[config.mk]
export PLATFORM = sky130hd
export DESIGN_NAME = tcon_ctrl
export DESIGN_NICKNAME = d
export VERILOG_FILES = /design/src/rtl/tcon_pkg.sv /design/src/rtl/tcon_ctrl.sv
export SDC_FILE = /design/constraint.sdc
export NUM_CORES = 1
export LEC_CHECK = 0
export BUFFER_PORTS_ARGS = -buffer_cell sky130_fd_sc_hd__buf_2
export CAP_MARGIN = 20
export CORE_AREA = 2 2 39 41
export DETAILED_ROUTE_END_ITERATION = 8
export DIE_AREA = 0 0 41 43
export PLACE_DENSITY = 0.7
export SETUP_SLACK_MARGIN = 0.05
export SYNTH_ARGS = -nofsm -noshare
export SYNTH_HDL_FRONTEND = slang
export SYNTH_SLANG_ARGS = --single-unit
[constraint.sdc]
create_clock -name clk -period 2.25 [get_ports clk]
set_input_delay 0.1125 -clock clk [delete_from_list [all_inputs] [get_ports clk]]
set_output_delay 0.1125 -clock clk [all_outputs]
set_load 0.1 [all_outputs]
[src/rtl/tcon_pkg.sv]
// shared types, constants and codes for the text console
package tcon_pkg;

	localparam int unsigned COLS = 80;
	localparam int unsigned ROWS = 25;
	localparam int unsigned HIST = 200;
	localparam int unsigned TABN = 4;

	localparam int unsigned CELLS = ROWS * COLS;
	localparam int unsigned HCELLS = HIST * COLS;
	localparam int unsigned CAW = $clog2(CELLS);
	localparam int unsigned HAW = $clog2(HCELLS);
	localparam int unsigned RW = 5;
	localparam int unsigned CW = 7;
	localparam int unsigned HW = 8;

	localparam logic [7:0] CH_NL = 8'd10;
	localparam logic [7:0] CH_BS = 8'd8;
	localparam logic [7:0] CH_TAB = 8'd9;
	localparam logic [7:0] CH_SP = 8'd32;
	localparam logic [7:0] COLOR_RST = 8'd240;

	typedef enum logic [2:0] {
		F_PUT = 3'd0,
		F_SUP = 3'd1,
		F_SDN = 3'd2,
		F_CLR = 3'd3,
		F_RD = 3'd4
	} func_t;

	typedef struct packed {
		logic [2:0] func;
		logic [7:0] char_code;
		logic [7:0] line_count;
		logic [4:0] cell_row;
		logic [6:0] cell_col;
	} in_item_t;

	typedef struct packed {
		logic [7:0] shown_char;
		logic [7:0] shown_color;
		logic [4:0] cursor_row;
		logic [6:0] cursor_col;
		logic [7:0] view_offset;
		logic [7:0] history_lines;
		logic viewing_history;
	} out_item_t;

	typedef enum logic [3:0] {
		S_IDLE,
		S_DEC,
		S_PRINT,
		S_COPY,
		S_BLANK,
		S_CLEAR,
		S_RDA,
		S_RDB,
		S_RDC,
		S_OUT,
		S_INIT
	} state_t;

	// controller to datapath
	typedef struct packed {
		logic load;
		logic dec;
		logic print_step;
		logic copy_step;
		logic blank_step;
		logic clear_step;
		logic rd_a;
		logic rd_b;
		logic rd_c;
		logic emit;
	} cmd_t;

	// datapath to controller
	typedef struct packed {
		logic go_print;
		logic go_copy;
		logic go_clear;
		logic go_read;
		logic print_more;
		logic sweep_last;
		logic copy_then_print;
	} stat_t;

endpackage

[src/rtl/tcon_ctrl.sv]
// controller state machine of the text console
module tcon_ctrl (
	input logic clk,
	input logic arst_n,
	input logic in_valid,
	input logic out_busy,
	input tcon_pkg::stat_t st,
	output logic in_stall,
	output tcon_pkg::cmd_t cmd
);

	tcon_pkg::state_t state_q, state_d;

	// state register, screen blanking sweep first after reset
	always_ff @(posedge clk or negedge arst_n) begin
		if (!arst_n) state_q <= tcon_pkg::S_INIT;
		else state_q <= state_d;
	end

	// next state and commands
	always_comb begin
		state_d = state_q;
		cmd = '0;
		in_stall = 1'b1;
		unique case (state_q)
			tcon_pkg::S_INIT: begin
				cmd.clear_step = 1'b1;
				if (st.sweep_last) state_d = tcon_pkg::S_IDLE;
			end
			tcon_pkg::S_IDLE: begin
				in_stall = 1'b0;
				if (in_valid) begin
					cmd.load = 1'b1;
					state_d = tcon_pkg::S_DEC;
				end
			end
			tcon_pkg::S_DEC: begin
				cmd.dec = 1'b1;
				priority if (st.go_copy) state_d = tcon_pkg::S_COPY;
				else if (st.go_print) state_d = tcon_pkg::S_PRINT;
				else if (st.go_clear) state_d = tcon_pkg::S_CLEAR;
				else if (st.go_read) state_d = tcon_pkg::S_RDA;
				else state_d = tcon_pkg::S_OUT;
			end
			tcon_pkg::S_PRINT: begin
				cmd.print_step = 1'b1;
				priority if (st.go_copy) state_d = tcon_pkg::S_COPY;
				else if (st.print_more) state_d = tcon_pkg::S_PRINT;
				else state_d = tcon_pkg::S_OUT;
			end
			tcon_pkg::S_COPY: begin
				cmd.copy_step = 1'b1;
				if (st.sweep_last) state_d = tcon_pkg::S_BLANK;
			end
			tcon_pkg::S_BLANK: begin
				cmd.blank_step = 1'b1;
				if (st.sweep_last)
					state_d = st.copy_then_print ? tcon_pkg::S_PRINT : tcon_pkg::S_OUT;
			end
			tcon_pkg::S_CLEAR: begin
				cmd.clear_step = 1'b1;
				if (st.sweep_last) state_d = tcon_pkg::S_OUT;
			end
			tcon_pkg::S_RDA: begin
				cmd.rd_a = 1'b1;
				state_d = tcon_pkg::S_RDB;
			end
			tcon_pkg::S_RDB: begin
				cmd.rd_b = 1'b1;
				state_d = tcon_pkg::S_RDC;
			end
			tcon_pkg::S_RDC: begin
				cmd.rd_c = 1'b1;
				state_d = tcon_pkg::S_OUT;
			end
			tcon_pkg::S_OUT: begin
				if (!out_busy) begin
					cmd.emit = 1'b1;
					state_d = tcon_pkg::S_IDLE;
				end
			end
			default: state_d = tcon_pkg::S_IDLE;
		endcase
	end

endmodule

==> results of run 1 <==
worst register-to-register path: stages, from the launching register on:
cell       delay [ns]
dfrtp_1          0.71
nor4b_4          0.38
nor3b_2          0.26
a22oi_1          0.12
o2bb2ai_1        0.13
cell usage after synthesis:
| cell | instances | area [µm²] |
|---|---|---|
| a21oi_1 | 2 | 10.01 |
| a221oi_1 | 1 | 8.760 |
| a222oi_1 | 1 | 10.01 |
| a22oi_1 | 1 | 7.510 |
| a2bb2oi_1 | 1 | 8.760 |
| and3_1 | 3 | 18.77 |
| buf_2 | 1 | 5.000 |
| buf_4 | 4 | 30.03 |
| buf_6 | 1 | 11.26 |
| dfrtp_1 | 2 | 50.05 |
| dfstp_2 | 2 | 52.55 |
| inv_1 | 1 | 3.750 |
| mux2_2 | 1 | 11.26 |
| nand2_1 | 3 | 11.26 |
| nand2b_1 | 3 | 18.77 |
| nand4bb_1 | 1 | 11.26 |
| nor2_1 | 9 | 33.78 |
| nor2b_1 | 3 | 18.77 |
| nor3_1 | 7 | 35.03 |
| nor3b_1 | 1 | 7.510 |
| nor3b_2 | 1 | 12.51 |
| nor4b_4 | 1 | 23.77 |
| o2111ai_2 | 1 | 15.01 |
| o21ai_0 | 2 | 10.01 |
| o21ai_1 | 1 | 5.000 |
| o21ai_2 | 1 | 8.760 |
| o21bai_1 | 1 | 7.510 |
| o22ai_1 | 1 | 6.260 |
| o22ai_2 | 1 | 12.51 |
| o2bb2ai_1 | 4 | 35.03 |
| o31a_1 | 1 | 8.760 |
| o31ai_1 | 1 | 7.510 |
| or2_2 | 1 | 6.260 |
| or2b_1 | 1 | 7.510 |
| xor2_1 | 2 | 17.52 |
metrics by stage:
step / worst slack [ns] / cells
4_1_cts: 0.2891 / 105
2_1_floorplan: 0.01515 / 68
3_5_place_dp: 0.5362 / 101
3_3_place_gp: 0.5682 / 101
6_report: 0.3086 / 105
5_1_grt: 0.2215 / 105
what timing repair did:
action	in CTS	in global routing
hold buffers	1	0
endpoints found under the setup margin	0	0
hold endpoints to repair	4	0
how the worst min path moves through the flow:
stage                start         end  slack (ns)
global route        arst_n  state_q[0]        0.24
CTS                 arst_n  state_q[2]        0.21
floorplan           arst_n  state_q[0]       -0.18
finish              arst_n  state_q[2]        0.22
detailed placement  arst_n  state_q[0]       -0.08
global placement    arst_n  state_q[0]       -0.08
final cells by class:
type	instances	area, µm²
clock buffer	3	22.52
fill	142	675.6
inverter	1	3.754
multi-input combinational	57	429.2
sequential	4	102.6
tap	16	20.02
timing repair buffer	24	130.1
layer usage:
layer | track usage [%] | wire, µm | share of wire, %
met1 | 22.22 | 592 | 45
met2 | 25.62 | 672 | 51
met3 | 2.618 | 57 | 4.3
met4 | 10.67 | 0 | 0
met5 | 0 | 0 | 0
cells by family after synthesis:
group                     share of synthesized area [%]
AOI/OAI and AO/OA                                 29.45
muxes                                             2.055
DFF                                               18.72
and+or+nand+nor                                   37.44
xor gates and xnor gates                          3.197
buffers and inverters                             9.131
==> results_dict.tcl, run 1 <==
set metrics [dict create \
    cts_htree_levels 1 \
    top_register "state_q" \
    nets 102 \
    final_common_cell "buf_2" \
    via_count 586 \
    final-setup-viol-count 0 \
    clk_pin_slew_ns 0.04 \
    grt_pass1_wl_um 2125 \
    min_period_over_period_pct 86.28 \
    crit_family "flip-flops" \
    cts_buffer_depth 2 \
    gr-usage-all-layers_pct 17.26 \
    crit_cells 3 \
    synth-seq-area-share_pct 18.72 \
    timing_hold_violations_final 0 \
    num_antenna_cells 0 \
    hpwl_um 1045 \
    slew_headroom_pct 60.64 \
    worstReg2RegEnd "state_q[2]" \
    final_cell_mix "21 x buf_2, 8 x nor2_1, 5 x nor3_2" \
    first_pass_iters 5 \
    finalWirelength_um 1322 \
    antenna_found_initial 0 \
    layout-drive-gt1-share_pct 47.19 \
    wl_per_cell_um 12.59 \
    clock_skew_ns 0.001316 \
    max_stage_delay_ns 0.71 \
    drv_cap 0 \
    vias_per_cell 5.581 \
    placed_area_um2 675.6 \
    finalHoldWorstSlack_ns 0.2196 \
    std_cell_rows 14 \
    period_minus_slack_ns 1.941 \
    cts_buffers 3 \
    portBuffers 21 \
    crit_arrival_ns 1.83 \
    cp_num_buf_inv 1 \
    reg2reg_from "state_q[0]" \
    worstSetupStartpoint "state_q[1]" \
    r2r_setup_slack_ns 0.58 \
    required_ns 2.14 \
    finish.instance_area_um2 708.2 \
    finalWeightedCongestion 0.8450 \
    reg2reg_depth 4 \
    root_buffer "clkbuf_4" \
    drcViolationCount 0 \
    drt_iter0_drc 13 \
    floorplan.initialDensity_pct 39.60 \
    end_kind "output port" \
    critPathKind "flip-flop to output port" \
    syn_to_final_growth_pct 29.22 \
    overflow 0 \
    clock-sinks 4 \
    grt_start_max_net_pins 18 \
    chipWidth_um 41 \
    status "finished, final reports clean" \
    cts_resized 0 \
    cp_cell_sequence "or2b_1 -> nor3_2 -> buf_2" \
    grt_pass1_vias 513 \
    path_max_fanout 16 \
    ios 22 \
    syn-num-nets 79 \
    worst_slew_pin_slew_ns 0.5904 \
    synthCells 68 \
    fin_util_pct 51.18 \
    synth.avg_cell_area_um2 8.059 \
    clock_latency_ns 0.23 \
    min-delay-path-class "primary input to async pin" \
    cts_tree "built" \
    cpMaxStageDelayCell "dfstp_2" \
    dieArea_um2 1763 \
    ys_ff_latch 4 \
    reg.largest.list "state_q: 4 flops" \
    yosysWarnings 0 \
    largest_reg_flops 4 \
    grt_setup_unrepaired "false" \
    finalMaxSlewViolations 0 \
    synth.distinct_cells 35 \
    fmax_mhz 515.1 \
    core_region_area_um2 1384 \
    fin_setup_tns_ns 0 \
    post_cts_buffers 0 \
    syn_area_um2 548.0 \
    ant_nets 0 \
    critPathCapture "cmd[7]" \
    start_kind "flip-flop" \
    die_h_um 43 \
]
Power of run 1 is not shown: default switching activity piles up to over one toggle a cycle in this logic, so the estimate is an artifact.
==> inputs of run 2 (changes only) <==
- CELL_PAD_IN_SITES_DETAIL_PLACEMENT: not set -> 0
- CELL_PAD_IN_SITES_GLOBAL_PLACEMENT: not set -> 1
- CORE_AREA: 2 2 39 41 -> not set
- CORE_ASPECT_RATIO: not set -> 0.9
- CORE_MARGIN: not set -> 2
- CORE_UTILIZATION: not set -> 35
- DIE_AREA: 0 0 41 43 -> not set
- PLACE_DENSITY: 0.7 -> not set
- PLACE_DENSITY_LB_ADDON: not set -> 0.1
==> run 2 against run 1 <==
Net effect: critical path depth unchanged; die area up 7.7%; via count down 0.68%; final cell count down 1.9%; wire length up 2.5%; maximum frequency down 1.1%; worst setup slack worse by 0.022 ns.
==> results_dict.tcl, run 2 (same netlist as run 1, synthesis figures left out) <==
set metrics [dict create \
    start_kind "flip-flop" \
    dieArea_um2 1899 \
    layout-drive-gt1-share_pct 47.73 \
    finalWeightedCongestion 0.8411 \
    portBuffers 21 \
    cts_tree "built" \
    drt_iter0_drc 4 \
    timing_hold_violations_final 0 \
    fmax_mhz 509.4 \
    grt_start_max_net_pins 19 \
    min-delay-path-class "primary input to async pin" \
    gr-usage-all-layers_pct 16.71 \
    syn_to_final_growth_pct 27.85 \
    drcViolationCount 0 \
    period_minus_slack_ns 1.963 \
    worst_slew_pin_slew_ns 0.5854 \
    grt_pass1_wl_um 2352 \
    clock-sinks 4 \
    path_max_fanout 16 \
    cts_buffers 3 \
    ios 22 \
    final_cell_mix "21 x buf_2, 8 x nor2_1, 5 x nor3_2" \
    top_register "state_q" \
    clk_pin_slew_ns 0.04 \
    grt_setup_unrepaired "false" \
    finalWirelength_um 1355 \
    root_buffer "clkbuf_4" \
    status "finished, final reports clean" \
    reg2reg_from "state_q[0]" \
    fin_setup_tns_ns 0 \
    core_region_area_um2 1464 \
    finish.instance_area_um2 700.7 \
    std_cell_rows 13 \
    nets 101 \
    reg2reg_depth 4 \
    reg.largest.list "state_q: 4 flops" \
    final-setup-viol-count 0 \
    slew_headroom_pct 60.98 \
    chipWidth_um 45.71 \
    end_kind "output port" \
    critPathKind "flip-flop to output port" \
    num_antenna_cells 0 \
    first_pass_iters 5 \
    required_ns 2.14 \
    wl_per_cell_um 13.16 \
    grt_pass1_vias 550 \
    cts_htree_levels 1 \
    ant_nets 0 \
    via_count 582 \
    post_cts_buffers 0 \
    vias_per_cell 5.650 \
    final_common_cell "buf_2" \
    floorplan.initialDensity_pct 37.44 \
    finalMaxSlewViolations 0 \
    clock_latency_ns 0.23 \
    min_period_over_period_pct 87.25 \
    drv_cap 0 \
    largest_reg_flops 4 \
    clock_skew_ns 0.001486 \
    worstSetupStartpoint "state_q[1]" \
    antenna_found_initial 0 \
    crit_arrival_ns 1.85 \
    die_h_um 41.54 \
    hpwl_um 1033 \
    placed_area_um2 666.9 \
    cts_buffer_depth 2 \
    overflow 0 \
    fillers 145 \
]
-- run 2: changes by cell type in the layout (fill, tap and decap cells not counted) --
cell     previous run  this run
buf_4               2         1
dfrtp_2             0         1
dfrtp_1             2         1
-- run 2: worst paths after layout --
path / slack [ns] / endpoint
setup / recovery: 0.29 / cmd[7]
hold / removal: 0.22 / state_q[2]
setup reg to reg: 0.59 / state_q[2]
hold reg to reg: 0.54 / state_q[3]
max in group asynchronous: 1.83 / state_q[1]
min in group clk: 0.22 / state_q[3]
-- run 2: routing by layer --
| layer | global-route usage [%] | up-vias | wire length [µm] |
|---|---|---|---|
| met1 | 24.14 | 269 | 678 |
| met4 | 7.429 | 0 | 14 |
| li1 | - | 296 | - |
| met2 | 23.38 | 15 | 617 |
| met5 | 0 | - | 0 |
| met3 | 3.478 | 2 | 44 |
-- run 2: area by class of cell --
| cell class | instances | area (µm²) | area share (%) |
|---|---|---|---|
| Multi-Input combinational cell | 57 | 429.2 | 61.25 |
| Inverter | 1 | 3.754 | 0.5357 |
| Clock buffer | 3 | 22.52 | 3.214 |
| Timing Repair Buffer | 23 | 122.6 | 17.50 |
| Tap cell | 15 | 18.77 | 2.679 |
| Sequential cell | 4 | 103.9 | 14.82 |
-- run 2: critical path: stages, from the launching register on --
cell and delay [ns]:
dfstp_2 0.72, or2b_1 0.34, nor3_2 0.12, buf_2 0.44
-- run 2: timing repair --
item | 4_1_cts | 5_1_grt
setup endpoints to repair | 0 | 1
hold endpoints to repair | 4 | 0
hold buffers | 1 | 0
resized for setup | 0 | 1
-- run 2: per-stage QoR --
stage | worst slack [ns] | hold slack (ns) | util [%] | std cells
after global placement | 0.4918 | -0.08287 | 45.56 | 99
after detailed placement | 0.4350 | -0.08199 | 45.56 | 99
final | 0.2869 | 0.2160 | 47.86 | 103
after floorplan | 0.01515 | -0.1831 | - | 68
after CTS | 0.1713 | 0.2074 | 47.78 | 103
after global routing | 0.2167 | 0.2389 | 47.86 | 103
Power of run 2 is left out for the same reason.
==> inputs of run 3 (changes only) <==
- BUFFER_PORTS_ARGS: -buffer_cell sky130_fd_sc_hd__buf_2 -> -buffer_cell sky130_fd_sc_hd__buf_4
==> run 3 against run 2 <==
Net effect: maximum frequency decreased by 0.21%; sequential share of layout area decreased by 1.1 points; flip-flop and latch count unchanged; via count increased by 1.2%; critical path type unchanged; worst setup slack got worse by 0.0041 ns; hold slack got worse by 0.0083 ns; first-iteration DRC count increased to 6.8 times the previous value; highest routed layer is now met3.
==> results_dict.tcl, run 3 (same netlist as run 1, synthesis figures left out) <==
set metrics [dict create \
    clock_latency_ns 0.23 \
    met2_usage_pct 20.00 \
    required_ns 2.14 \
    final_cell_mix "21 x buf_4, 8 x nor2_1, 5 x nor3_2" \
    vias_per_cell 5.718 \
    critPathKind "flip-flop to output port" \
    wl_per_cell_um 13.85 \
    dpl_worst_slack_ns 0.5032 \
    top_register "state_q" \
    die_h_um 41.54 \
    overflow 0 \
    grt_busiest_layer "met1" \
    fmax_mhz 508.3 \
    ant_nets 0 \
    finalWeightedCongestion 0.7587 \
    clock-sinks 4 \
    layout-drive-gt1-share_pct 45.45 \
    dieArea_um2 1899 \
    placed_area_um2 711.9 \
    core_region_area_um2 1464 \
    finalMaxSlewViolations 0 \
    clk_pin_slew_ns 0.04 \
    drcViolationCount 0 \
    drv_cap 0 \
    finalHoldWorstSlack_ns 0.2077 \
    regArea_um2 102.6 \
    worst_slew_pin_slew_ns 0.6462 \
    cts_htree_levels 1 \
    num_antenna_cells 0 \
    cts_resized 0 \
    start_kind "flip-flop" \
    first_pass_iters 4 \
    cts_buffers 3 \
    hpwl_um 1050 \
    slew_headroom_pct 56.92 \
    syn_to_final_growth_pct 36.53 \
    nets 100 \
    grt_setup_unrepaired "false" \
    end_kind "output port" \
    min_period_over_period_pct 87.43 \
    via_count 589 \
    reg.largest.list "state_q: 4 flops" \
    largest_reg_flops 4 \
    clock_skew_ns 0.002634 \
    multi_input_area_um2 429.2 \
    gr-usage-all-layers_pct 15.42 \
    floorplan.initialDensity_pct 37.44 \
    grtUsageMet1_pct 25.46 \
    status "finished, final reports clean" \
    chipWidth_um 45.71 \
    root_buffer "clkbuf_4" \
    met3_usage_pct 3.043 \
    path_max_fanout 18 \
    final-setup-viol-count 0 \
    setup_ws_ns 0.2828 \
    min-delay-path-class "primary input to async pin" \
    grt_pass1_vias 489 \
    fin_setup_tns_ns 0 \
    portBuffers 21 \
    drt_iter0_drc 27 \
    crit_arrival_ns 1.85 \
    grt_pass1_wl_um 2256 \
    antenna_found_initial 0 \
    grt_start_max_net_pins 19 \
    timing_hold_violations_final 0 \
    fillers 145 \
    cts_tree "built" \
    period_minus_slack_ns 1.967 \
    std_cell_rows 13 \
    final_common_cell "buf_4" \
    finish.instance_area_um2 748.2 \
    cts_buffer_depth 2 \
    ios 22 \
    finalWirelength_um 1427 \
]
-- run 3: cell count changes in the layout (fill, tap and decap cells not counted) --
| cell | before | now |
|---|---|---|
| dfrtp_1 | 1 | 2 |
| dfrtp_2 | 1 | 0 |
| buf_2 | 21 | 0 |
| clkbuf_1 | 0 | 1 |
| buf_4 | 1 | 21 |
-- run 3: path summary, 6_finish.rpt --
path	startpoint	end	slack, ns	depth (start not counted)
min reg2reg	state_q[3]	state_q[3]	0.63	1
min in group clk	st[1]	state_q[3]	0.21	3
max in group asynchronous	arst_n	state_q[1]	1.85	2
max	state_q[2]	cmd[4]	0.28	3
max reg2reg	state_q[3]	state_q[0]	0.49	4
min	arst_n	state_q[0]	0.21	2
-- run 3: worst max-delay path, cell delays in order (launching register included) --
cell,delay (ns)
dfrtp_1,0.75
nand2b_1,0.34
o22ai_2,0.22
buf_4,0.31
-- run 3: per-layer routing --
metal | wire length (µm) | vias up
met5 | 0 | -
met4 | 0 | 0
met3 | 79 | 0
met2 | 658 | 22
met1 | 688 | 272
li1 | - | 295
-- run 3: area by class of cell --
cell class / instances / share of cell area [%]
Sequential cell: 4 / 13.71
Tap cell: 15 / 2.508
Inverter: 1 / 0.5017
Clock buffer: 4 / 3.512
Timing Repair Buffer: 22 / 22.41
Multi-Input combinational cell: 57 / 57.36
-- run 3: what timing repair did --
action | in CTS | in global routing
endpoints found under the setup margin | 0 | 0
hold endpoints to repair | 4 | 0
hold buffers | 1 | 0
setup buffers | 0 | 0
-- run 3: per-stage QoR --
step,cells,utilization [%]
6_report,103,51.11
5_1_grt,103,51.11
4_1_cts,103,51.11
3_5_place_dp,98,48.63
3_3_place_gp,98,48.63
2_1_floorplan,68,-
Power of run 3 is left out for the same reason.
